[config.mk]
export PLATFORM = sky130hd
export DESIGN_NAME = sjf_nonpreemptive_scheduler_flat
export DESIGN_NICKNAME = d
export VERILOG_FILES = /design/src/design/sjf_pkg.sv /design/src/design/sjf_if.sv /design/src/design/sjf_cell.sv /design/src/design/sjf_pick.sv /design/src/design/sjf_nonpreemptive_scheduler.sv /design/src/flat_wrapper.sv
export SDC_FILE = /design/constraint.sdc
export NUM_CORES = 2
export LEC_CHECK = 0
export BUFFER_PORTS_ARGS = -buffer_cell sky130_fd_sc_hd__buf_2
export CAP_MARGIN = 25
export CELL_PAD_IN_SITES_DETAIL_PLACEMENT = 2
export CELL_PAD_IN_SITES_GLOBAL_PLACEMENT = 2
export CORE_MARGIN = 5
export CORE_UTILIZATION = 51
export DETAILED_ROUTE_END_ITERATION = 7
export PLACE_DENSITY = 0.84
export REMOVE_ABC_BUFFERS = 1
export SLEW_MARGIN = 5
export SYNTH_ARGS = -nofsm -noshare
export SYNTH_HDL_FRONTEND = slang
export SYNTH_SLANG_ARGS = --single-unit
[constraint.sdc]
create_clock -name clk -period 78.1 [get_ports clk]
set_input_delay 3.905 -clock clk [delete_from_list [all_inputs] [get_ports clk]]
set_output_delay 3.905 -clock clk [all_outputs]
set_load 0.01 [all_outputs]
[src/design/sjf_pkg.sv]
// shared types and constants of the shortest-job-first scheduler
package sjf_pkg;

    localparam int unsigned ID_W   = 7;
    localparam int unsigned ARR_W  = 16;
    localparam int unsigned BUR_W  = 16;
    localparam int unsigned OUT_W  = 22;
    localparam logic [OUT_W-1:0] OUT_MAX = {OUT_W{1'b1}};

    typedef struct packed {
        logic             valid;
        logic             done;
        logic [ID_W-1:0]  id;
        logic [ARR_W-1:0] arrival;
        logic [BUR_W-1:0] burst;
    } job_t;

    // control broadcast from the sequencer to every cell
    typedef struct packed {
        logic            shift;
        logic            clr;
        logic            mark;
        logic [ID_W-1:0] mark_id;
    } cell_ctl_t;

    // running best picks of one scan pass
    typedef struct packed {
        logic have_ready;
        logic have_idle;
        job_t ready_job;
        job_t idle_job;
    } pick_t;

    typedef enum logic [3:0] {
        ST_LOAD  = 4'b0001,
        ST_SCAN  = 4'b0010,
        ST_CALC  = 4'b0100,
        ST_CLEAR = 4'b1000
    } state_t;

endpackage

[src/design/sjf_if.sv]
// valid/ready channel interfaces for job words and result words
interface sjf_in_if;
    logic                       valid;
    logic                       ready;
    logic [sjf_pkg::ARR_W-1:0]  arrival_time;
    logic [sjf_pkg::BUR_W-1:0]  burst_time;
    logic                       last_item;

    modport source (output valid, arrival_time, burst_time, last_item, input ready);
    modport sink   (input valid, arrival_time, burst_time, last_item, output ready);
endinterface

interface sjf_out_if;
    logic                       valid;
    logic                       ready;
    logic [sjf_pkg::ID_W-1:0]   job_id;
    logic [sjf_pkg::ARR_W-1:0]  job_arrival;
    logic [sjf_pkg::BUR_W-1:0]  job_burst;
    logic [sjf_pkg::OUT_W-1:0]  completion_time;
    logic [sjf_pkg::OUT_W-1:0]  turnaround_time;
    logic [sjf_pkg::OUT_W-1:0]  waiting_time;
    logic                       last_result;

    modport source (output valid, job_id, job_arrival, job_burst, completion_time,
                    turnaround_time, waiting_time, last_result, input ready);
    modport sink   (input valid, job_id, job_arrival, job_burst, completion_time,
                    turnaround_time, waiting_time, last_result, output ready);
endinterface

[src/design/sjf_cell.sv]
// one job slot of the rotating job chain
module sjf_cell (
    input  logic               clk,
    input  logic               rst_n,
    input  sjf_pkg::cell_ctl_t ctl,
    input  sjf_pkg::job_t      d,
    output sjf_pkg::job_t      q
);
    import sjf_pkg::*;

    logic             valid_reg, valid_next;
    logic             done_reg, done_next;
    logic [ID_W-1:0]  id_reg;
    logic [ARR_W-1:0] arr_reg;
    logic [BUR_W-1:0] bur_reg;

    always_comb
    begin
        valid_next = valid_reg;
        done_next  = done_reg;
        if (ctl.clr)
        begin
            valid_next = 1'b0;
            done_next  = 1'b0;
        end
        else if (ctl.shift)
        begin
            valid_next = d.valid;
            done_next  = d.done;
        end
        else if (ctl.mark && valid_reg && (id_reg == ctl.mark_id))
        begin
            done_next = 1'b1;
        end
    end

    always_ff @(posedge clk or negedge rst_n)
    begin
        if (!rst_n)
        begin
            valid_reg <= 1'b0;
            done_reg  <= 1'b0;
        end
        else
        begin
            valid_reg <= valid_next;
            done_reg  <= done_next;
        end
    end

    always_ff @(posedge clk)
    begin
        if (ctl.shift && !ctl.clr)
        begin
            id_reg  <= d.id;
            arr_reg <= d.arrival;
            bur_reg <= d.burst;
        end
    end

    assign q = '{valid: valid_reg, done: done_reg, id: id_reg,
                 arrival: arr_reg, burst: bur_reg};

endmodule

[src/design/sjf_pick.sv]
// compare unit at the chain head: keeps the best ready and best idle job of a pass
module sjf_pick (
    input  logic                       clk,
    input  logic                       rst_n,
    input  logic                       en,
    input  logic                       first,
    input  sjf_pkg::job_t              head,
    input  logic [sjf_pkg::OUT_W-1:0]  cur_time,
    output sjf_pkg::pick_t             best
);
    import sjf_pkg::*;

    localparam int unsigned KEY_W = BUR_W + ARR_W + ID_W;

    logic             have_r_reg, have_r_next, have_i_reg, have_i_next;
    job_t             job_r_reg, job_i_reg;
    logic             live, arrived, take_r, take_i;
    logic [KEY_W-1:0] rkey_h, rkey_b, ikey_h, ikey_b;

    always_comb
    begin
        live    = head.valid && !head.done;
        arrived = ({{(OUT_W-ARR_W){1'b0}}, head.arrival} <= cur_time);
        // ready order: burst, then arrival, then id
        rkey_h  = {head.burst, head.arrival, head.id};
        rkey_b  = {job_r_reg.burst, job_r_reg.arrival, job_r_reg.id};
        // idle order: arrival, then burst, then id
        ikey_h  = {head.arrival, head.burst, head.id};
        ikey_b  = {job_i_reg.arrival, job_i_reg.burst, job_i_reg.id};
        take_r  = live && arrived && (first || !have_r_reg || (rkey_h < rkey_b));
        take_i  = live && (first || !have_i_reg || (ikey_h < ikey_b));
        have_r_next = (first ? 1'b0 : have_r_reg) | (live && arrived);
        have_i_next = (first ? 1'b0 : have_i_reg) | live;
    end

    always_ff @(posedge clk or negedge rst_n)
    begin
        if (!rst_n)
        begin
            have_r_reg <= 1'b0;
            have_i_reg <= 1'b0;
        end
        else if (en)
        begin
            have_r_reg <= have_r_next;
            have_i_reg <= have_i_next;
        end
    end

    always_ff @(posedge clk)
    begin
        if (en && take_r)
        begin
            job_r_reg <= head;
        end
        if (en && take_i)
        begin
            job_i_reg <= head;
        end
    end

    assign best = '{have_ready: have_r_reg, have_idle: have_i_reg,
                    ready_job: job_r_reg, idle_job: job_i_reg};

endmodule

[src/design/sjf_nonpreemptive_scheduler.sv]
// top level of the non-preemptive shortest-job-first scheduler
//
//  channel   dir  word                                       last marker
//  job_in    in   arrival_time, burst_time                   last_item starts scheduling
//  res_out   out  job_id, job_arrival, job_burst, times      last_result on final job
//
// loading takes one cycle per job word; jobs beyond MAX_JOBS are dropped
// each scheduled job takes a full rotation of the chain and then a calc step,
// set by the single compare unit watching the chain head
// a clear step ends a batch; no job word is taken while scheduling runs
// reset (rst_n, async, active low) empties the chain and returns to loading
// a stalled result word holds the calc step until the output register frees
module sjf_nonpreemptive_scheduler #(
    parameter int unsigned MAX_JOBS   = 32,
    parameter int unsigned TIME_WIDTH = 16
) (
    input  logic              clk,
    input  logic              rst_n,
    sjf_in_if.sink            job_in,
    sjf_out_if.source         res_out
);
    import sjf_pkg::*;

    localparam int unsigned CNT_W  = $clog2(MAX_JOBS + 1);
    localparam int unsigned SCAN_W = $clog2(MAX_JOBS);
    // arrival and burst keep only TIME_WIDTH low bits
    localparam logic [ARR_W-1:0] TMASK = (TIME_WIDTH >= ARR_W) ? {ARR_W{1'b1}}
                                         : ARR_W'((64'd1 << TIME_WIDTH) - 64'd1);

    state_t            state_reg, state_next;
    logic [CNT_W-1:0]  count_reg, count_next;
    logic [CNT_W-1:0]  emit_reg, emit_next;
    logic [SCAN_W-1:0] scan_reg, scan_next;
    logic [OUT_W-1:0]  cur_reg, cur_next;

    // chain of job cells; cell 0 is the head seen by the compare unit
    job_t      cell_q [MAX_JOBS];
    job_t      cell_d [MAX_JOBS];
    job_t      new_job;
    cell_ctl_t ctl;
    pick_t     best;
    logic      load_fire, can_store, scan_en, scan_first;

    // result path
    logic             ov_reg, ov_next;
    job_t             sel;
    logic             have_any, res_last, res_fire;
    logic [OUT_W-1:0] base, ct, tat, wt, arr_ext, bur_ext;
    logic [OUT_W:0]   sum;
    logic [ID_W-1:0]  o_id_reg;
    logic [ARR_W-1:0] o_arr_reg;
    logic [BUR_W-1:0] o_bur_reg;
    logic [OUT_W-1:0] o_ct_reg, o_tat_reg, o_wt_reg;
    logic             o_last_reg;

    assign job_in.ready = (state_reg == ST_LOAD);
    assign load_fire    = job_in.valid && job_in.ready;
    assign can_store    = (count_reg < CNT_W'(MAX_JOBS));

    assign new_job = '{valid: 1'b1, done: 1'b0,
                       id: ID_W'(count_reg) + ID_W'(1),
                       arrival: job_in.arrival_time & TMASK,
                       burst: job_in.burst_time & TMASK};

    // load shifts a new job in at the tail, scanning rotates the ring
    generate
        for (genvar i = 0; i < MAX_JOBS; i++)
        begin : g_chain
            if (i == MAX_JOBS - 1)
            begin : g_tail
                assign cell_d[i] = (state_reg == ST_LOAD) ? new_job : cell_q[0];
            end
            else
            begin : g_body
                assign cell_d[i] = cell_q[i+1];
            end
            sjf_cell u_cell (
                .clk   (clk),
                .rst_n (rst_n),
                .ctl   (ctl),
                .d     (cell_d[i]),
                .q     (cell_q[i])
            );
        end
    endgenerate

    assign scan_en    = (state_reg == ST_SCAN);
    assign scan_first = (scan_reg == '0);

    sjf_pick u_pick (
        .clk      (clk),
        .rst_n    (rst_n),
        .en       (scan_en),
        .first    (scan_first),
        .head     (cell_q[0]),
        .cur_time (cur_reg),
        .best     (best)
    );

    // schedule step: ready pick wins, otherwise the clock jumps to the idle pick
    always_comb
    begin
        have_any = best.have_ready || best.have_idle;
        sel      = best.have_ready ? best.ready_job : best.idle_job;
        arr_ext  = {{(OUT_W-ARR_W){1'b0}}, sel.arrival};
        bur_ext  = {{(OUT_W-BUR_W){1'b0}}, sel.burst};
        base     = (!best.have_ready && (arr_ext > cur_reg)) ? arr_ext : cur_reg;
        sum      = {1'b0, base} + {1'b0, bur_ext};
        ct       = sum[OUT_W] ? OUT_MAX : sum[OUT_W-1:0];
        tat      = (ct >= arr_ext) ? (ct - arr_ext) : '0;
        wt       = (tat >= bur_ext) ? (tat - bur_ext) : '0;
        res_last = ((emit_reg + CNT_W'(1)) == count_reg);
        res_fire = (state_reg == ST_CALC) && have_any && (!ov_reg || res_out.ready);
    end

    always_comb
    begin
        state_next  = state_reg;
        count_next  = count_reg;
        emit_next   = emit_reg;
        scan_next   = scan_reg;
        cur_next    = cur_reg;
        ov_next     = ov_reg && !res_out.ready;
        ctl         = '{shift: 1'b0, clr: 1'b0, mark: 1'b0, mark_id: sel.id};
        case (state_reg)
            ST_LOAD:
            begin
                if (load_fire)
                begin
                    if (can_store)
                    begin
                        ctl.shift  = 1'b1;
                        count_next = count_reg + CNT_W'(1);
                    end
                    if (job_in.last_item)
                    begin
                        state_next = ST_SCAN;
                        scan_next  = '0;
                        cur_next   = '0;
                        emit_next  = '0;
                    end
                end
            end
            ST_SCAN:
            begin
                ctl.shift = 1'b1;
                if (scan_reg == SCAN_W'(MAX_JOBS - 1))
                begin
                    scan_next  = '0;
                    state_next = ST_CALC;
                end
                else
                begin
                    scan_next = scan_reg + SCAN_W'(1);
                end
            end
            ST_CALC:
            begin
                if (!have_any)
                begin
                    state_next = ST_CLEAR;
                end
                else if (res_fire)
                begin
                    ov_next    = 1'b1;
                    ctl.mark   = 1'b1;
                    cur_next   = ct;
                    emit_next  = emit_reg + CNT_W'(1);
                    state_next = res_last ? ST_CLEAR : ST_SCAN;
                end
            end
            ST_CLEAR:
            begin
                ctl.clr    = 1'b1;
                count_next = '0;
                cur_next   = '0;
                state_next = ST_LOAD;
            end
            default:
            begin
                state_next = ST_LOAD;
            end
        endcase
    end

    always_ff @(posedge clk or negedge rst_n)
    begin
        if (!rst_n)
        begin
            state_reg <= ST_LOAD;
            count_reg <= '0;
            emit_reg  <= '0;
            scan_reg  <= '0;
            cur_reg   <= '0;
            ov_reg    <= 1'b0;
        end
        else
        begin
            state_reg <= state_next;
            count_reg <= count_next;
            emit_reg  <= emit_next;
            scan_reg  <= scan_next;
            cur_reg   <= cur_next;
            ov_reg    <= ov_next;
        end
    end

    // result word register
    always_ff @(posedge clk)
    begin
        if (res_fire)
        begin
            o_id_reg   <= sel.id;
            o_arr_reg  <= sel.arrival;
            o_bur_reg  <= sel.burst;
            o_ct_reg   <= ct;
            o_tat_reg  <= tat;
            o_wt_reg   <= wt;
            o_last_reg <= res_last;
        end
    end

    assign res_out.valid           = ov_reg;
    assign res_out.job_id          = o_id_reg;
    assign res_out.job_arrival     = o_arr_reg;
    assign res_out.job_burst       = o_bur_reg;
    assign res_out.completion_time = o_ct_reg;
    assign res_out.turnaround_time = o_tat_reg;
    assign res_out.waiting_time    = o_wt_reg;
    assign res_out.last_result     = o_last_reg;

endmodule

[src/flat_wrapper.sv]
// flat-port wrapper written by rule: the top's interface ports become plain ports
module sjf_nonpreemptive_scheduler_flat import sjf_pkg::*;
#(
    parameter int unsigned MAX_JOBS   = 32,
    parameter int unsigned TIME_WIDTH = 16
)
  (clk, rst_n, job_in_valid, job_in_arrival_time, job_in_burst_time, job_in_last_item, job_in_ready, res_out_valid, res_out_job_id, res_out_job_arrival, res_out_job_burst, res_out_completion_time, res_out_turnaround_time, res_out_waiting_time, res_out_last_result, res_out_ready);
  sjf_in_if job_in_i ();
  sjf_out_if res_out_i ();
  input  logic clk;
  input  logic rst_n;
  input wire logic [$bits(job_in_i.valid)-1:0] job_in_valid;
  input wire logic [$bits(job_in_i.arrival_time)-1:0] job_in_arrival_time;
  input wire logic [$bits(job_in_i.burst_time)-1:0] job_in_burst_time;
  input wire logic [$bits(job_in_i.last_item)-1:0] job_in_last_item;
  output wire logic [$bits(job_in_i.ready)-1:0] job_in_ready;
  output wire logic [$bits(res_out_i.valid)-1:0] res_out_valid;
  output wire logic [$bits(res_out_i.job_id)-1:0] res_out_job_id;
  output wire logic [$bits(res_out_i.job_arrival)-1:0] res_out_job_arrival;
  output wire logic [$bits(res_out_i.job_burst)-1:0] res_out_job_burst;
  output wire logic [$bits(res_out_i.completion_time)-1:0] res_out_completion_time;
  output wire logic [$bits(res_out_i.turnaround_time)-1:0] res_out_turnaround_time;
  output wire logic [$bits(res_out_i.waiting_time)-1:0] res_out_waiting_time;
  output wire logic [$bits(res_out_i.last_result)-1:0] res_out_last_result;
  input wire logic [$bits(res_out_i.ready)-1:0] res_out_ready;
  assign job_in_i.valid = job_in_valid;
  assign job_in_i.arrival_time = job_in_arrival_time;
  assign job_in_i.burst_time = job_in_burst_time;
  assign job_in_i.last_item = job_in_last_item;
  assign job_in_ready = job_in_i.ready;
  assign res_out_valid = res_out_i.valid;
  assign res_out_job_id = res_out_i.job_id;
  assign res_out_job_arrival = res_out_i.job_arrival;
  assign res_out_job_burst = res_out_i.job_burst;
  assign res_out_completion_time = res_out_i.completion_time;
  assign res_out_turnaround_time = res_out_i.turnaround_time;
  assign res_out_waiting_time = res_out_i.waiting_time;
  assign res_out_last_result = res_out_i.last_result;
  assign res_out_i.ready = res_out_ready;
  sjf_nonpreemptive_scheduler #(.MAX_JOBS(MAX_JOBS), .TIME_WIDTH(TIME_WIDTH)) u_core (.clk(clk), .rst_n(rst_n), .job_in(job_in_i), .res_out(res_out_i));
endmodule
==> qor.yml, run 1 <==
synth_edf_count: 1432
synth_top_cell_area_share: 0.753
yosysMostFrequentCell: "edfxtp_1"
first-error: "[ERROR DPL-0033] detailed placement checks failed during check placement."
syn_area_per_cell_um2: 17.3
floorplan.rows: 122
syn_area_um2: 57100
synth_seq_cells: 1542
synth_top_family_by_area: "simple AND/OR/NAND/NOR gates"
ys_top_cells_by_area: "edfxtp_1 (75%), dfrtp_1 (4.8%), ha_1 (3.5%)"
yosys.area_share.simple: 0.0536
post-dp-hpwl_um: 137000
globalplace.congestion: 0.830
synth_xor_area_frac: 0.0428
haltStage: "detailed placement"
portBuffers: 144
synthFlopType: "edfxtp_1"
synth-seq-area-share: 0.801
yosys_warnings: 0
die_h_um: 345
netlist_top_cells_count: "edfxtp_1 (1,432), nand2_1 (303), xor2_1 (181), ha_1 (161), inv_1 (150)"
synth-compound-area-share: 0.0484
synth_adder_area_share: 0.0363
muxShareOfSynthArea: 0.00223
initial_utilization: 0.515
synth_cell_types: 73
outcome: "aborted with a tool error"
postSynthCellCount: 3304
die_x_um: 345
async_flop_share: 0.0713
yosysTopAreaCell: "edfxtp_1"
pin_count: 145
kinds of logic after synthesis:
| logic type | count (synthesis) |
|---|---|
| adder cells (fa/ha/maj) | 164 |
| buffers and inverters | 233 |
| AO/OA/AOI/OAI | 418 |
| XOR/XNOR | 279 |
| AND/OR/NAND/NOR | 657 |
| multiplexers | 11 |
| flip-flops | 1542 |
stage by stage:
stage | setup slack [ns] | cell area (um2) | hold WS (ns)
floorplan | 58.10 | 56800 | 0.400
global placement | 65.92 | 59800 | 0.400
==> run 2: changes to the inputs <==
--- a/config.mk
+++ b/config.mk
@@ -7,12 +7,10 @@
 export LEC_CHECK = 0
 export BUFFER_PORTS_ARGS = -buffer_cell sky130_fd_sc_hd__buf_2
 export CAP_MARGIN = 25
-export CELL_PAD_IN_SITES_DETAIL_PLACEMENT = 2
-export CELL_PAD_IN_SITES_GLOBAL_PLACEMENT = 2
 export CORE_MARGIN = 5
-export CORE_UTILIZATION = 51
+export CORE_UTILIZATION = 40
 export DETAILED_ROUTE_END_ITERATION = 7
-export PLACE_DENSITY = 0.84
+export PLACE_DENSITY_LB_ADDON = 0.15
 export REMOVE_ABC_BUFFERS = 1
 export SLEW_MARGIN = 5
 export SYNTH_ARGS = -nofsm -noshare
==> run 2 against run 1 <==
- the flow now finishes without violations
- synthesized cell count stayed put
- area after synthesis unchanged
==> qor.yml, run 2 <==
netlist_top_cells_count: "edfxtp_1 (1,432), nand2_1 (303), xor2_1 (181), ha_1 (161), inv_1 (150)"
hold_buffers: 0
min_path_type: "reg2reg"
floorplan.rows: 138  # +13%
yosysMostFrequentCell: "edfxtp_1"
outcome: "completed"
cp.required_ns: 78.59
initial_utilization: 0.403  # -0.112
grt_pass1_vias: 27400
clock.fmax_mhz: 80.2
synth_edf_count: 1432  # unchanged
muxShareOfSynthArea: 0.00223  # unchanged
worst-path-max-fanout: 56
slew_headroom: 0.170
numCtsBuffers: 158
cp.arrival_ns: 12.95
synth-seq-area-share: 0.801  # unchanged
synthFlopType: "edfxtp_1"
antenna_found_initial: 12
tns_ns: 0
viasPerCell: 4.95
wl_per_cell_um: 20.2
die_x_um: 388  # +13%
post-dp-hpwl_um: 70000  # -49%
dieArea_um2: 150000
first_pass_iters: 5
synth_xor_area_frac: 0.0428  # unchanged
grt_overflow_total: 0
clk_latency_ns: 0.78
cp-end-kind: "flop"
rsz0062_at_grt: "no"
yosys_warnings: 0  # unchanged
grt_pass1_wl_um: 170000
area_delta_synth_final_pct: 14.8
cts_tree: "done"
p_leak_nw: 23.6
cts_root_buf: "clkbuf_16"
syn_area_um2: 57100  # unchanged
initialDrtViolationCount: 2122
vdd_drop_max_uv: 29.3
pin_count: 145  # unchanged
worstReg2RegStart: "u_core.u_pick.have_r_reg$_DFFE_PN0P_"
vias: 27700
yosysTopAreaCell: "edfxtp_1"
crit_top_cell: "o21ai_0"
cts.reportedPaths.clkPinSlew_ns: 0.06
worst_pin_slew_ns: 1.24
fin_crit_ns: 12.46
slowest_delay_ns: 0.81
critical_path_class: "reg2reg"
final_common_cell: "edfxtp_1"
cp-start-kind: "flop"
ys_top_cells_by_area: "edfxtp_1 (75%), dfrtp_1 (4.8%), ha_1 (3.5%)"
fin_nets: 3771
design.core.area_um2: 142000
postSynthCellCount: 3304  # unchanged
fin_worst_hold_slack_ns: 0.388
cap_violations: 0
drtAntennaViolNets: 0
die_h_um: 388  # +13%
p_per_area_nw_per_um2: 36.7
hold_viol_final: 0
synth_adder_area_share: 0.0363  # unchanged
grt_max_degree: 212
clockBufferDepth: 3
cts_setup_buffers: 0
slew_violations: 0
synth_seq_cells: 1542  # unchanged
clock_sink_count: 1542
yosys.area_share.simple: 0.0536  # unchanged
portBuffers: 144  # unchanged
crit_path_start: "u_core.u_pick.have_r_reg$_DFFE_PN0P_"
syn_area_per_cell_um2: 17.3  # unchanged
drive_above_1_share: 0.121
endpoint: "u_core.res_out.waiting_time[4]$_SDFFCE_PN0P_"
rrSetupSlack_ns: 65.64
rr_endpoint: "u_core.res_out.waiting_time[4]$_SDFFCE_PN0P_"
setup_viol: 0
cts_max_level: 4
globalRouteTotalUtil: 0.147
skew_ns: 0.0387
drcViolationCount: 0
cts_resized: 0
final_cell_mix: "edfxtp_1 (1,432), nand2_1 (303), xor2_1 (181)"
min_period_over_period: 0.160
synth_cell_types: 73  # unchanged
async_flop_share: 0.0713  # unchanged
synth_top_family_by_area: "simple AND/OR/NAND/NOR gates"
reg2reg_depth: 39
critPathSlowestCell: "and4bb_1"
synth_top_cell_area_share: 0.753  # unchanged
synth-compound-area-share: 0.0484  # unchanged
globalplace.congestion: 0.844  # +1.6%
drt_wl_total_um: 113000
-- run 2: cell counts after synthesis --
Identical to the previous run, type by type.
-- run 2: per-layer routing --
| layer | routed length [um] | global-route usage |
|---|---|---|
| met5 | 0 | 0 |
| met4 | 2650 | 0.0439 |
| met3 | 4610 | 0.0286 |
| met2 | 49800 | 0.218 |
| met1 | 56100 | 0.222 |
-- run 2: critical path, delay by kind of cell, from the launching register on --
kind	cells	cell delay, ns
AOI/OAI and AO/OA	19	4.50
and+or+nand+nor	13	4.29
adders and majority gates	5	1.84
buffers and inverters	2	0.95
DFF	1	0.55
-- run 2: final cells by class --
class	count	area, um2
clock inverter	75	845
tap	1890	2360
clock buffer	214	4280
antenna	2	5.00
multi-input combinational	1529	10600
timing repair buffer	186	1140
sequential	1542	45800
fill	12200	76200
inverter	153	589
-- run 2: how the worst min path moves through the flow --
stage / startpoint / endpoint / slack (ns) / cells past startpoint
after floorplan: u_core.g_chain[1].u_cell.arr_reg[0]$_DFFE_PP_ / u_core.g_chain[0].u_cell.arr_reg[0]$_DFFE_PP_ / 0.40 / 0
after global placement: u_core.g_chain[12].u_cell.bur_reg[1]$_DFFE_PP_ / u_core.g_chain[11].u_cell.bur_reg[1]$_DFFE_PP_ / 0.40 / 0
after detailed placement: u_core.g_chain[11].u_cell.arr_reg[5]$_DFFE_PP_ / u_core.g_chain[10].u_cell.arr_reg[5]$_DFFE_PP_ / 0.40 / 0
after CTS: u_core.g_chain[28].u_cell.arr_reg[2]$_DFFE_PP_ / u_core.g_chain[27].u_cell.arr_reg[2]$_DFFE_PP_ / 0.38 / 0
after global routing: u_core.g_chain[20].u_cell.arr_reg[11]$_DFFE_PP_ / u_core.g_chain[19].u_cell.arr_reg[11]$_DFFE_PP_ / 0.38 / 0
final: u_core.g_chain[20].u_cell.arr_reg[11]$_DFFE_PP_ / u_core.g_chain[19].u_cell.arr_reg[11]$_DFFE_PP_ / 0.39 / 0
-- run 2: power by group --
| group | total [W] | switching (W) | internal, W |
|---|---|---|---|
| Sequential | 0.00140 | 0.000109 | 0.00129 |
| Combinational | 0.000264 | 0.000196 | 0.0000677 |
| Clock | 0.000735 | 0.000317 | 0.000418 |
| Total | 0.00240 | 0.000622 | 0.00178 |
-- run 2: logic make-up (layout without fill, tap and decap cells) --
kind of cell               after synthesis  after routing
AOI/OAI and AO/OA                      418            418
and+or+nand+nor                        657            657
other                                    0              2
muxes                                   11             11
adders and majority gates              164            164
buffers and inverters                  233            628
xor gates and xnor gates               279            279
DFF                                   1542           1542
-- run 2: metrics by stage --
step | total power (W) | cells | util | area (um2) | worst slack [ns]
floorplan | 0.00170 | 3224 | - | 56800 | 58.10
global placement | 0.00167 | 5295 | 0.426 | 60300 | 65.86
detailed placement | 0.00168 | 5298 | 0.426 | 60400 | 65.70
CTS | 0.00244 | 5587 | 0.462 | 65500 | 65.65
global route | 0.00252 | 5589 | 0.462 | 65600 | 64.54
finish | 0.00240 | 5591 | 0.462 | 65600 | 65.64
Power figures use the tool's default switching activity.
